### src/rtl/iss_pkg.sv
// ----------------------------------------------------------------------------
// iss_pkg: shared types and constants for the index selection sorter
// Controller states, controller-to-datapath command and status bundles,
// and the fixed field widths of the stream channels.
// ----------------------------------------------------------------------------
package iss_pkg;

    localparam int HW_SLOTS  = 16;  // position field is 4 bits wide
    localparam int POS_W     = 4;
    localparam int VAL_W     = 32;
    localparam int S_TDATA_W = 32;
    localparam int M_TDATA_W = 40;
    localparam int M_PAD_W   = M_TDATA_W - POS_W - VAL_W;

    typedef enum logic [2:0] {
        ST_LOAD,
        ST_START,
        ST_SCAN,
        ST_SWAP_A,
        ST_SWAP_B,
        ST_OUT_RD,
        ST_OUT_WR
    } state_t;

    typedef struct packed {
        logic load;        // store the incoming transfer
        logic close;       // incoming transfer ends the set
        logic min_issue;   // open a scan at the start slot
        logic scan_take;   // consume the pending store read
        logic scan_issue;  // read the next slot of the scan
        logic swap_a;      // move start entry into the minimum slot
        logic swap_b;      // move minimum into the start slot, advance
        logic out_issue;   // read the store for the next result
        logic out_load;    // load the output register
    } cmd_t;

    typedef struct packed {
        logic sort_more;   // another start slot remains
        logic scan_more;   // scan index still below the count
        logic out_last;    // current result is the final one
        logic out_free;    // output register can take a result
    } sts_t;

endpackage

### src/rtl/index_selection_sorter.sv
// ----------------------------------------------------------------------------
// index_selection_sorter: indirect selection sort of signed 32-bit values
// Loads a set on the slave channel, sorts arrival positions by value and
// streams position/value pairs in ascending order on the master channel.
// ----------------------------------------------------------------------------
// Usage:
//   Slave side: one signed value per transfer, s_tlast closes the set. The
//   set holds min(DEPTH, 16) values; later values are dropped and flag the
//   run as overflowed on m_tuser.
//   Master side: one transfer per loaded value, ascending by value, m_tlast
//   on the final one. Equal values leave in selection-sort swap order.
//   Order of work for a set: the values load, then the sort makes one store
//   read per compare on the single read port of the value RAM and moves each
//   swap through ST_SWAP_A then ST_SWAP_B, then each result takes a store
//   read in ST_OUT_RD and a load of the output register in ST_OUT_WR.
//   s_tready is low from the closing transfer until the final result sits in
//   the output register; the next set may load while that result waits.
//   A stalled receiver holds the output register and the result sequencer.
//   Reset (aresetn low, synchronous) empties the set and the output register;
//   the block then accepts input at once.
// ----------------------------------------------------------------------------
module index_selection_sorter #(
    parameter int DEPTH = 16
) (
    input  logic                          aclk,
    input  logic                          aresetn,
    input  logic                          s_tvalid,
    output logic                          s_tready,
    input  logic [iss_pkg::S_TDATA_W-1:0] s_tdata,   // [31:0] sample_value
    input  logic                          s_tlast,   // ends_set
    output logic                          m_tvalid,
    input  logic                          m_tready,
    output logic [iss_pkg::M_TDATA_W-1:0] m_tdata,   // [3:0] source_position,
                                                     // [35:4] sorted_value
    output logic                          m_tlast,   // end_of_run
    output logic                          m_tuser    // overflowed
);

    iss_pkg::cmd_t cmd;
    iss_pkg::sts_t sts;

    iss_ctrl u_ctrl (
        .aclk     (aclk),
        .aresetn  (aresetn),
        .s_tvalid (s_tvalid),
        .s_tlast  (s_tlast),
        .s_tready (s_tready),
        .sts      (sts),
        .cmd      (cmd)
    );

    iss_datapath #(
        .DEPTH (DEPTH)
    ) u_datapath (
        .aclk     (aclk),
        .aresetn  (aresetn),
        .cmd      (cmd),
        .sts      (sts),
        .in_value (s_tdata[iss_pkg::VAL_W-1:0]),
        .m_tvalid (m_tvalid),
        .m_tready (m_tready),
        .m_tdata  (m_tdata),
        .m_tlast  (m_tlast),
        .m_tuser  (m_tuser)
    );

endmodule

### src/rtl/iss_ram.sv
// ----------------------------------------------------------------------------
// iss_ram: generic single-port-write, single-port-read RAM
// One write and one registered read per cycle; read data holds between reads.
// ----------------------------------------------------------------------------
module iss_ram #(
    parameter int WIDTH = 32,
    parameter int DEPTH = 16
) (
    input  logic                     aclk,
    input  logic                     wr_en,
    input  logic [$clog2(DEPTH)-1:0] wr_addr,
    input  logic [WIDTH-1:0]         wr_data,
    input  logic                     rd_en,
    input  logic [$clog2(DEPTH)-1:0] rd_addr,
    output logic [WIDTH-1:0]         rd_data
);

    logic [WIDTH-1:0] mem_reg [DEPTH];

    always_ff @(posedge aclk) begin
        if (wr_en) begin
            mem_reg[wr_addr] <= wr_data;
        end
        if (rd_en) begin
            rd_data <= mem_reg[rd_addr];
        end
    end

endmodule

### src/rtl/iss_ctrl.sv
// ----------------------------------------------------------------------------
// iss_ctrl: sequencer of the index selection sorter
// Steps through load, selection scan, swap and result phases and issues
// one command bundle per cycle to the datapath.
// ----------------------------------------------------------------------------
module iss_ctrl (
    input  logic          aclk,
    input  logic          aresetn,
    input  logic          s_tvalid,
    input  logic          s_tlast,
    output logic          s_tready,
    input  iss_pkg::sts_t sts,
    output iss_pkg::cmd_t cmd
);

    iss_pkg::state_t state_reg, state_next;

    always_ff @(posedge aclk) begin
        if (!aresetn) begin
            state_reg <= iss_pkg::ST_LOAD;
        end else begin
            state_reg <= state_next;
        end
    end

    always_comb begin
        state_next = state_reg;
        case (state_reg)
            iss_pkg::ST_LOAD: begin
                if (s_tvalid && s_tlast) begin
                    state_next = iss_pkg::ST_START;
                end
            end
            iss_pkg::ST_START: begin
                state_next = sts.sort_more ? iss_pkg::ST_SCAN : iss_pkg::ST_OUT_RD;
            end
            iss_pkg::ST_SCAN: begin
                if (!sts.scan_more) begin
                    state_next = iss_pkg::ST_SWAP_A;
                end
            end
            iss_pkg::ST_SWAP_A: state_next = iss_pkg::ST_SWAP_B;
            iss_pkg::ST_SWAP_B: state_next = iss_pkg::ST_START;
            iss_pkg::ST_OUT_RD: state_next = iss_pkg::ST_OUT_WR;
            iss_pkg::ST_OUT_WR: begin
                if (sts.out_free) begin
                    state_next = sts.out_last ? iss_pkg::ST_LOAD : iss_pkg::ST_OUT_RD;
                end
            end
            default: state_next = iss_pkg::ST_LOAD;
        endcase
    end

    always_comb begin
        cmd      = '0;
        s_tready = 1'b0;
        case (state_reg)
            iss_pkg::ST_LOAD: begin
                s_tready  = 1'b1;
                cmd.load  = s_tvalid;
                cmd.close = s_tvalid && s_tlast;
            end
            iss_pkg::ST_START: cmd.min_issue = sts.sort_more;
            iss_pkg::ST_SCAN: begin
                cmd.scan_take  = 1'b1;
                cmd.scan_issue = sts.scan_more;
            end
            iss_pkg::ST_SWAP_A: cmd.swap_a    = 1'b1;
            iss_pkg::ST_SWAP_B: cmd.swap_b    = 1'b1;
            iss_pkg::ST_OUT_RD: cmd.out_issue = 1'b1;
            iss_pkg::ST_OUT_WR: cmd.out_load  = sts.out_free;
            default: cmd = '0;
        endcase
    end

endmodule

### src/rtl/iss_datapath.sv
// ----------------------------------------------------------------------------
// iss_datapath: storage, scan registers and output register of the sorter
// Holds the value store, the position order list, the running minimum of
// the current scan and the result register on the master side.
// ----------------------------------------------------------------------------
module iss_datapath #(
    parameter int DEPTH = 16
) (
    input  logic                          aclk,
    input  logic                          aresetn,
    input  iss_pkg::cmd_t                 cmd,
    output iss_pkg::sts_t                 sts,
    input  logic [iss_pkg::VAL_W-1:0]     in_value,
    output logic                          m_tvalid,
    input  logic                          m_tready,
    output logic [iss_pkg::M_TDATA_W-1:0] m_tdata,
    output logic                          m_tlast,
    output logic                          m_tuser
);

    localparam int CAPACITY = (DEPTH < iss_pkg::HW_SLOTS) ? DEPTH : iss_pkg::HW_SLOTS;
    localparam int AW       = $clog2(CAPACITY);
    localparam int CW       = $clog2(CAPACITY + 1);
    localparam logic [CW-1:0] CAP_C = CW'(CAPACITY);
    localparam logic [CW-1:0] ONE_C = CW'(1);

    logic [CW-1:0]             cnt_reg, cnt_next;
    logic                      ovf_reg, ovf_next;
    logic [AW-1:0]             start_reg, start_next;
    logic [CW-1:0]             idx_reg, idx_next;
    logic [CW-1:0]             k_reg, k_next;
    logic [AW-1:0]             min_slot_reg, min_slot_next;
    logic [AW-1:0]             min_pos_reg, min_pos_next;
    logic [iss_pkg::VAL_W-1:0] min_val_reg, min_val_next;
    logic                      first_reg, first_next;
    logic [AW-1:0]             pend_slot_reg, pend_slot_next;
    logic [AW-1:0]             pend_pos_reg, pend_pos_next;
    logic                      out_valid_reg, out_valid_next;
    logic [iss_pkg::POS_W-1:0] out_pos_reg, out_pos_next;
    logic [iss_pkg::VAL_W-1:0] out_val_reg, out_val_next;
    logic                      out_last_reg, out_last_next;
    logic                      out_ovf_reg, out_ovf_next;

    logic [AW-1:0]             order_reg [CAPACITY];
    logic [AW-1:0]             ord_ra, ord_rd, ord_wa, ord_wd;
    logic                      ord_we;

    logic                      ram_we, ram_re;
    logic [iss_pkg::VAL_W-1:0] ram_rd;
    logic                      has_room, is_less;
    logic [CW-1:0]             start_inc, k_inc;

    assign has_room  = cnt_reg < CAP_C;
    assign start_inc = CW'(start_reg) + ONE_C;
    assign k_inc     = k_reg + ONE_C;
    assign is_less   = $signed(ram_rd) < $signed(min_val_reg);

    assign sts.sort_more = start_inc < cnt_reg;
    assign sts.scan_more = idx_reg < cnt_reg;
    assign sts.out_last  = k_inc == cnt_reg;
    assign sts.out_free  = !out_valid_reg || m_tready;

    // single read port of the order list, shared by scan, swap and output
    always_comb begin
        if (cmd.min_issue || cmd.swap_a) begin
            ord_ra = start_reg;
        end else if (cmd.scan_issue) begin
            ord_ra = idx_reg[AW-1:0];
        end else begin
            ord_ra = k_reg[AW-1:0];
        end
    end
    assign ord_rd = order_reg[ord_ra];

    always_comb begin
        ord_we = 1'b0;
        ord_wa = cnt_reg[AW-1:0];
        ord_wd = cnt_reg[AW-1:0];
        if (cmd.load && has_room) begin
            ord_we = 1'b1;
        end else if (cmd.swap_a) begin
            ord_we = 1'b1;
            ord_wa = min_slot_reg;
            ord_wd = ord_rd;
        end else if (cmd.swap_b) begin
            ord_we = 1'b1;
            ord_wa = start_reg;
            ord_wd = min_pos_reg;
        end
    end

    always_ff @(posedge aclk) begin
        if (ord_we) begin
            order_reg[ord_wa] <= ord_wd;
        end
    end

    assign ram_we = cmd.load && has_room;
    assign ram_re = cmd.min_issue || cmd.scan_issue || cmd.out_issue;

    iss_ram #(
        .WIDTH (iss_pkg::VAL_W),
        .DEPTH (CAPACITY)
    ) u_value_ram (
        .aclk    (aclk),
        .wr_en   (ram_we),
        .wr_addr (cnt_reg[AW-1:0]),
        .wr_data (in_value),
        .rd_en   (ram_re),
        .rd_addr (ord_rd),
        .rd_data (ram_rd)
    );

    always_comb begin
        cnt_next       = cnt_reg;
        ovf_next       = ovf_reg;
        start_next     = start_reg;
        idx_next       = idx_reg;
        k_next         = k_reg;
        min_slot_next  = min_slot_reg;
        min_pos_next   = min_pos_reg;
        min_val_next   = min_val_reg;
        first_next     = first_reg;
        pend_slot_next = pend_slot_reg;
        pend_pos_next  = pend_pos_reg;
        out_pos_next   = out_pos_reg;
        out_val_next   = out_val_reg;
        out_last_next  = out_last_reg;
        out_ovf_next   = out_ovf_reg;
        out_valid_next = m_tready ? 1'b0 : out_valid_reg;

        if (cmd.load) begin
            if (has_room) begin
                cnt_next = cnt_reg + ONE_C;
            end else begin
                ovf_next = 1'b1;
            end
        end
        if (cmd.close) begin
            start_next = '0;
            k_next     = '0;
        end
        if (cmd.min_issue) begin
            min_slot_next = start_reg;
            min_pos_next  = ord_rd;
            first_next    = 1'b1;
            idx_next      = start_inc;
        end
        // the first read of a scan is the start slot itself
        if (cmd.scan_take) begin
            if (first_reg) begin
                min_val_next = ram_rd;
                first_next   = 1'b0;
            end else if (is_less) begin
                min_val_next  = ram_rd;
                min_slot_next = pend_slot_reg;
                min_pos_next  = pend_pos_reg;
            end
        end
        if (cmd.scan_issue) begin
            pend_slot_next = idx_reg[AW-1:0];
            pend_pos_next  = ord_rd;
            idx_next       = idx_reg + ONE_C;
        end
        if (cmd.swap_b) begin
            start_next = start_reg + AW'(1);
        end
        if (cmd.out_issue) begin
            pend_pos_next = ord_rd;
        end
        if (cmd.out_load) begin
            out_valid_next = 1'b1;
            out_pos_next   = iss_pkg::POS_W'(pend_pos_reg);
            out_val_next   = ram_rd;
            out_last_next  = sts.out_last;
            out_ovf_next   = ovf_reg;
            k_next         = k_inc;
            if (sts.out_last) begin
                cnt_next = '0;
                ovf_next = 1'b0;
            end
        end
    end

    always_ff @(posedge aclk) begin
        if (!aresetn) begin
            cnt_reg       <= '0;
            ovf_reg       <= 1'b0;
            first_reg     <= 1'b0;
            out_valid_reg <= 1'b0;
        end else begin
            cnt_reg       <= cnt_next;
            ovf_reg       <= ovf_next;
            first_reg     <= first_next;
            out_valid_reg <= out_valid_next;
        end
    end

    always_ff @(posedge aclk) begin
        start_reg     <= start_next;
        idx_reg       <= idx_next;
        k_reg         <= k_next;
        min_slot_reg  <= min_slot_next;
        min_pos_reg   <= min_pos_next;
        min_val_reg   <= min_val_next;
        pend_slot_reg <= pend_slot_next;
        pend_pos_reg  <= pend_pos_next;
        out_pos_reg   <= out_pos_next;
        out_val_reg   <= out_val_next;
        out_last_reg  <= out_last_next;
        out_ovf_reg   <= out_ovf_next;
    end

    assign m_tvalid = out_valid_reg;
    assign m_tdata  = {{iss_pkg::M_PAD_W{1'b0}}, out_val_reg, out_pos_reg};
    assign m_tlast  = out_last_reg;
    assign m_tuser  = out_ovf_reg;

endmodule

### config.mk
export PLATFORM = sky130hd
export DESIGN_NAME = index_selection_sorter
export DESIGN_NICKNAME = d
export VERILOG_FILES = /design/src/rtl/iss_pkg.sv /design/src/rtl/index_selection_sorter.sv /design/src/rtl/iss_ram.sv /design/src/rtl/iss_ctrl.sv /design/src/rtl/iss_datapath.sv
export SDC_FILE = /design/constraint.sdc
export NUM_CORES = 1
export LEC_CHECK = 0
export BUFFER_PORTS_ARGS = -buffer_cell sky130_fd_sc_hd__buf_2
export CORE_MARGIN = 2
export CORE_UTILIZATION = 56
export CTS_CLUSTER_DIAMETER = 60
export DETAILED_ROUTE_END_ITERATION = 16
export PLACE_DENSITY = 0.77
export RECOVER_POWER = 50
export SYNTH_ARGS = -nofsm -noshare
export SYNTH_HDL_FRONTEND = slang
export SYNTH_SLANG_ARGS = --single-unit
### constraint.sdc
create_clock -name aclk -period 4.4 [get_ports aclk]
set_input_delay 0.44 -clock aclk [delete_from_list [all_inputs] [get_ports aclk]]
set_output_delay 0.44 -clock aclk [all_outputs]
set_load 0.005 [all_outputs]
-- Yosys cells after proc, flatten, opt, wreduce, memory -nomap -nowiden
Memories as Yosys holds them, arrays and structs flattened. A register that Yosys moved wholly into a read port is not among the register bits.
Cells that the tools add are included.
- flip-flop bits (word level): 111
- RAM bits: 576
- memories: 2
- input port bits: 37
- word-level logic and storage cells: 114
- output and inout port bits: 44
- add/subtract/negate cells: 5
- equal/unequal tests: 10
- mux-type cells: 60
- reduce and logical (&&, ||, !) cells: 16
- $lt $le $gt $ge: 4
- memory list (name ; words ; width ; rd ports ; clocked after memory_dff ; write ports ; RTL line ; RTL):
    u_datapath.u_value_ram.mem_reg ; 16 ; 32 ; 1 ; 1 ; 1 ; iss_ram.sv:18 ; logic [WIDTH-1:0] mem_reg [DEPTH];
    u_datapath.order_reg ; 16 ; 4 ; 1 ; 0 ; 1 ; iss_datapath.sv:44 ; logic [AW-1:0] order_reg [CAPACITY];
- operators by type and width (cell ; count):
    $mux W4 ; 20
    $mux W32 ; 2
    $mux W5 ; 8
    $lt A32 B32 Y1 ; 1
    $mux W1 ; 22
    $pmux W3 S7 ; 1
    $add A5 B1 Y5 const B ; 3
    $mux W3 ; 5
    $reduce_bool A2 Y1 ; 6
    $lt A5 B5 Y1 ; 2
    $eq A3 B3 Y1 const B ; 3
    $eq A3 B2 Y1 const B ; 2
    $add A4 B1 Y5 const B ; 1
    $eq A5 B5 Y1 ; 1
    $lt A5 B5 Y1 const B ; 1
    $add A4 B1 Y4 const B ; 1
    $logic_or A1 B1 Y1 ; 4
    $mux W2 ; 2
    $ne A2 B1 Y1 const B ; 2
    $eq A3 B1 Y1 const B ; 1
    $logic_not A3 Y1 ; 1
    $reduce_and A3 Y1 ; 1
    $logic_and A1 B1 Y1 ; 2
    $ne A2 B2 Y1 const B ; 1
    other kinds (2) ; 2

-- Longest topological paths before layout
An unclocked memory read counts as a cell.
- word-level depth: 10
- mapped depth: 21
- mapped depth without buffers: 16

-- Modules after synthesis
A second synthesis with hierarchy kept.
- cells, all modules: 1440
- area, all modules: 28372.2 µm²
- modules (own cells, without submodules) (module ; sequential area each (µm²) ; cells each ; area an instance (µm²) ; times used):
    iss_ram ; 16335.7 ; 838 ; 20174.3 ; 1
    iss_datapath ; 5004.8 ; 571 ; 7960.1 ; 1
    iss_ctrl ; 60.1 ; 31 ; 237.7 ; 1

-- Worst setup path before layout
OpenSTA, ideal clock, no wires.
- path kind: reg2reg
- start point: reg u_datapath.u_value_ram.rd_data[1] (read register of u_datapath.u_value_ram.mem_reg)
- end point: reg u_datapath.min_val_reg[0] (netlist bit), enable pin
- setup slack: 0.062 ns
- library setup time: 0.441 ns
- stages on the path, launching flop included: 11
- buffers on the path: 0
- clock period less this slack: 4.338 ns
- arrival: 3.897 ns
- required time: 3.959 ns
- cell sequence: edfxtp_1 -> ha_1 -> a21o_1 -> a21o_1 -> a21o_1 -> a21o_1 -> a21o_1 -> a211o_1 -> a21oi_1 -> o311ai_0 -> a31oi_1
- cells in the longest elaborated chain, start to end: 3
- RTL lines (item ; RTL line ; RTL):
    from (decl) ; iss_ram.sv:15 ; output logic [WIDTH-1:0] rd_data
    $lt A32 B32 Y1 ; iss_datapath.sv:56 ; assign is_less = $signed(ram_rd) < $signed(min_val_reg);
    $reduce_bool A2 Y1 (no line) ; n/a ;
    $reduce_and A2 Y1 (no line) ; n/a ;
    to (signal assigned) ; iss_datapath.sv:205 ; min_val_reg <= min_val_next;
    to (decl) ; iss_datapath.sv:34 ; logic [iss_pkg::VAL_W-1:0] min_val_reg, min_val_next;
No other way between the ends.
A chain may end at the register's enable or synchronous reset.

-- Worst setup path in the final report
- start point: reg u_datapath.start_reg[1]
- end point: reg u_datapath.u_value_ram.rd_data[19] (read register of u_datapath.u_value_ram.mem_reg) (data pin)
- cells in the longest elaborated chain, start to end: 6
- elaborated cells between the ends (all ways): 8
- classes of those cells: 1 x add/sub; 1 x order compare; 2 x mux; 3 x reduce/logical; 1 x memory
- RTL lines (item ; RTL line ; RTL):
    from (decl) ; iss_datapath.sv:29 ; logic [AW-1:0] start_reg, start_next;
    from (signal assigned) ; iss_datapath.sv:200 ; start_reg <= start_next;
    $add A4 B1 Y5 ; iss_datapath.sv:54 ; assign start_inc = CW'(start_reg) + ONE_C;
    $lt A5 B5 Y1 ; iss_datapath.sv:58 ; assign sts.sort_more = start_inc < cnt_reg;
    $mux W1 ; iss_ctrl.sv:57 ; case (state_reg)
    $logic_or A1 B1 Y1 ; iss_datapath.sv:65 ; if (cmd.min_issue || cmd.swap_a) begin
    $mux W4 ; iss_datapath.sv:65 ;
    $mem_v2 Z16 W4 ; n/a ;
Parallel ways exist; a longest one is shown, timed or not.

==> summary.log <==
qor: timing.fin_skew 40.9 ps
qor: final_layout.total_non_filler_cell_area_in_the_finished_layout 36900 um^2
qor: place.place_hpwl 41.1 mm
qor: power_and_ir_drop.share_clk_of_total_power 0.262
qor: synth.synth_sequential_area_ratio 0.737
qor: power_and_ir_drop.maximum_ir_drop_on_the_vdd_rail 0.364 mV
qor: detailed_routing.vias 19.5k
qor: timing.worst_slew_pin_slew 2220 ps
qor: timing.timing.final.setup_violations 32
qor: die.die_w 232 um
qor: grt.track_usage 0.287
qor: min_path.worst_hold_path_type in -> reg
qor: synth.mappedNetlistArea 29000 um^2
qor: clock_tree.htree_num_levels 3
qor: timing.slew-limit-headroom -0.482
qor: final_layout.area.growth.synth_to_final 27.2%
qor: grt.grt_antenna_before_repair 2
qor: place.numPortBuffers 76
qor: synth.postSynth.asyncResetShare 0
qor: die.die-height 232 um
qor: detailed_routing.routed_wl 87.7 mm
qor: synth.yosys.cell_types.count 71
qor: clock_tree.clk_pin_slew 60 ps
qor: synth.dominantRegCellSynth edfxtp_1
qor: die.die_area 53700 um^2
qor: power_and_ir_drop.power_switching_share 0.320
qor: place.pre_cts_ws -317 ps
qor: clock_tree.clk_latency 630 ps
qor: final_layout.most-common-layout-cells edfxtp_1, nand2_1, buf_4
qor: detailed_routing.ant_nets_after_route 0
qor: clock_tree.numCtsBuffers 70
qor: timing.timing.fmax 208 MHz
qor: die.floorplan.initialDensity 0.566
qor: setup_path.critical_path_class reg -> reg
qor: setup_path.setup.worst_path.end_class flip-flop
qor: power_and_ir_drop.seq_power_share 0.369
qor: power_and_ir_drop.p_leak 0.0130 uW
qor: timing.fin_crit 4800 ps
qor: synth.netlist_instances 1873
qor: setup_path.worst-endpoint-required 4800 ps
qor: die.fp-row-count 83
qor: detailed_routing.routedWlPerCell 29.8 um
qor: clock_tree.cts_root_buffer clkbuf_16
qor: final_layout.layout.cells.most_common edfxtp_1
qor: final_layout.final_nets 2289
qor: final_layout.largest_register_ff_count 512
qor: timing.postLayoutSetupSlackWorst -396 ps
qor: flow_run.max_cap_violations 1
qor: grt.grt_first_pass_wirelength 113 mm
qor: timing.report.final.slew_viol_count 39
qor: timing.fin_hold_ws 111 ps
qor: synth.synth_seq_cells 719
qor: place.gp_congestion 0.931
qor: clock_tree.clk_buf_depth 3
qor: timing.layout_worst_path_cycle_share 1.09
qor: final_layout.drive_gt1_frac 0.301
qor: clock_tree.numClockSinks 719
qor: status.violations_in_the_final_reports capacitance limit, slew limit, setup timing
qor: setup_path.crit_path_max_fanout 9
qor: status.run_status complete, but fails checks
qor: grt.grt.overflow.total 0
qor: clock_tree.postCtsHoldBufs 0
qor: detailed_routing.firstDrtPassIters 8
qor: detailed_routing.route.detailed.vias_per_inst 6.63
qor: power_and_ir_drop.total_power 22100 uW
qor: grt.first_global_vias 18.0k
qor: power_and_ir_drop.total_power_per_unit_cell_area 599 nW/um^2
qor: synth.yosys_warnings 0
qor: detailed_routing.drt_first_iter_violations 2573
qor: synth.post_synth.cell_area_avg 15.5 um^2
qor: final_layout.final_util 0.720
qor: power_and_ir_drop.p_sw 7090 uW
qor: setup_path.cp.arrival 5200 ps
qor: place.placed_cell_area 31200 um^2
qor: power_and_ir_drop.internal_power 15000 uW
qor: synth.synth_enable_flop_cells 700
qor: setup_path.worstSetupStartpointType flip-flop
qor: power_and_ir_drop.combinationalPowerShare 0.369
qor: die.fp.coreArea 51300 um^2
qor: clock_tree.clock_tree_from_tritoncts yes
qor: timing.rsz_0062_raised_after_global_routing true
qor: grt.grt_max_degree 39
qor: detailed_routing.drc_errors 0
qor: timing.final_hold_viol_count 0
qor: die.num_ports 81
-- cell usage after synthesis (all sizes together) (4+ instances only) --
cell     instances  area (um^2)
nor2b            9         58.8
nor3             6         30.0
nand4            7         43.8
o22ai            5         31.3
clkbuf          37          139
and3            14         87.6
o211ai           6         50.1
mux2            15          169
a21o            18          135
a22oi            6         45.0
edfxtp         700        21000
nand2b           6         45.0
a211oi          39          310
xor2             5         43.8
xnor2           11         96.3
dfxtp           19          380
a21oi           30          154
a32o            32          320
a21boi           4         30.0
a31oi           34          213
buf             55          382
and2            46          290
o21a             5         37.5
mux2i          113         1130
a32oi           33          289
nand3           80          400
nand2          302         1130
mux4             6          139
a2111oi         32          470
inv             51          191
nor2            48          180
o21ai           25          136
ha              46          576
-- power groups by stage --
stage | logic, uW | registers (uW) | clock network [uW]
4_1_cts | 6260 | 8130 | 5720
6_report | 8160 | 8150 | 5810
3_3_place_gp | 4520 | 8260 | 0
5_1_grt | 8370 | 8160 | 6050
2_1_floorplan | 2910 | 8170 | 0
3_5_place_dp | 4670 | 8270 | 0
-- cells by family after synthesis --
group,count (synthesis),share of synthesized area
AOI/OAI and AO/OA,290,0.0840
xor gates and xnor gates,16,0.00483
adders and majority gates,46,0.0198
buffers and inverters,144,0.0247
DFF,719,0.737
muxes,134,0.0496
other,1,0.000129
and+or+nand+nor,523,0.0796
-- final cells by class --
cell class                      count  area (um^2)
Tap cell                          680          851
Antenna cell                        2         5.00
Fill cell                        2795        14400
Timing Repair inverter              1         8.76
Sequential cell                   719        21400
Timing Repair Buffer              349         3750
Multi-Input combinational cell   1013         8560
Inverter                           52          211
Clock inverter                     34          264
Clock buffer                       90         1870
-- path summary, 6_finish.rpt --
| path | from | endpoint | slack (ps) | cells after the start |
|---|---|---|---|---|
| hold reg to reg | u_datapath.ovf_reg | u_datapath.m_tuser | 440 | 0 |
| hold / removal | aresetn | u_ctrl.state_reg[0] | 110 | 3 |
| setup / recovery | u_datapath.start_reg[1] | u_datapath.u_value_ram.rd_data[19] | -400 | 20 |
| setup reg to reg | u_datapath.start_reg[1] | u_datapath.u_value_ram.rd_data[19] | -400 | 20 |
-- critical path: stages, from the launching register on --
cell and delay [ps]:
edfxtp_1 470, ha_4 230, and3_4 190, ha_4 290
a21oi_4 60, o21ai_2 140, buf_4 140, a21oi_4 40
o31ai_4 290, buf_12 180, buf_6 100, mux4_2 540
a32oi_2 210, o311a_4 350, buf_12 170, buf_16 130
buf_12 130, mux2i_1 80, a32oi_1 190, a31oi_2 200
a2111oi_4 440
-- metal layers --
| metal | global-route usage | up-vias | part of all wire |
|---|---|---|---|
| met5 | 0 | - | 0 |
| met4 | 0.129 | 0 | 0.055 |
| met3 | 0.0625 | 375 | 0.12 |
| met2 | 0.463 | 1657 | 0.48 |
| met1 | 0.377 | 9583 | 0.34 |
| li1 | - | 7877 | - |
-- stage by stage --
stage                     instances  setup TNS (ps)
after detailed placement       2673           -8460
after floorplan                1876               0
after global routing           2939           -9600
final                          2940           -7620
after CTS                      2873           -1260
after global placement         2673           -3470
-- timing repair --
| item | in CTS | in global routing |
|---|---|---|
| setup buffers | 61 | 64 |
| setup endpoints to repair | 48 | 65 |
| gates resized for setup | 165 | 230 |
| pin swaps | 62 | 93 |
| gates cloned | 18 | 10 |
Power figures use the tool's default switching activity.
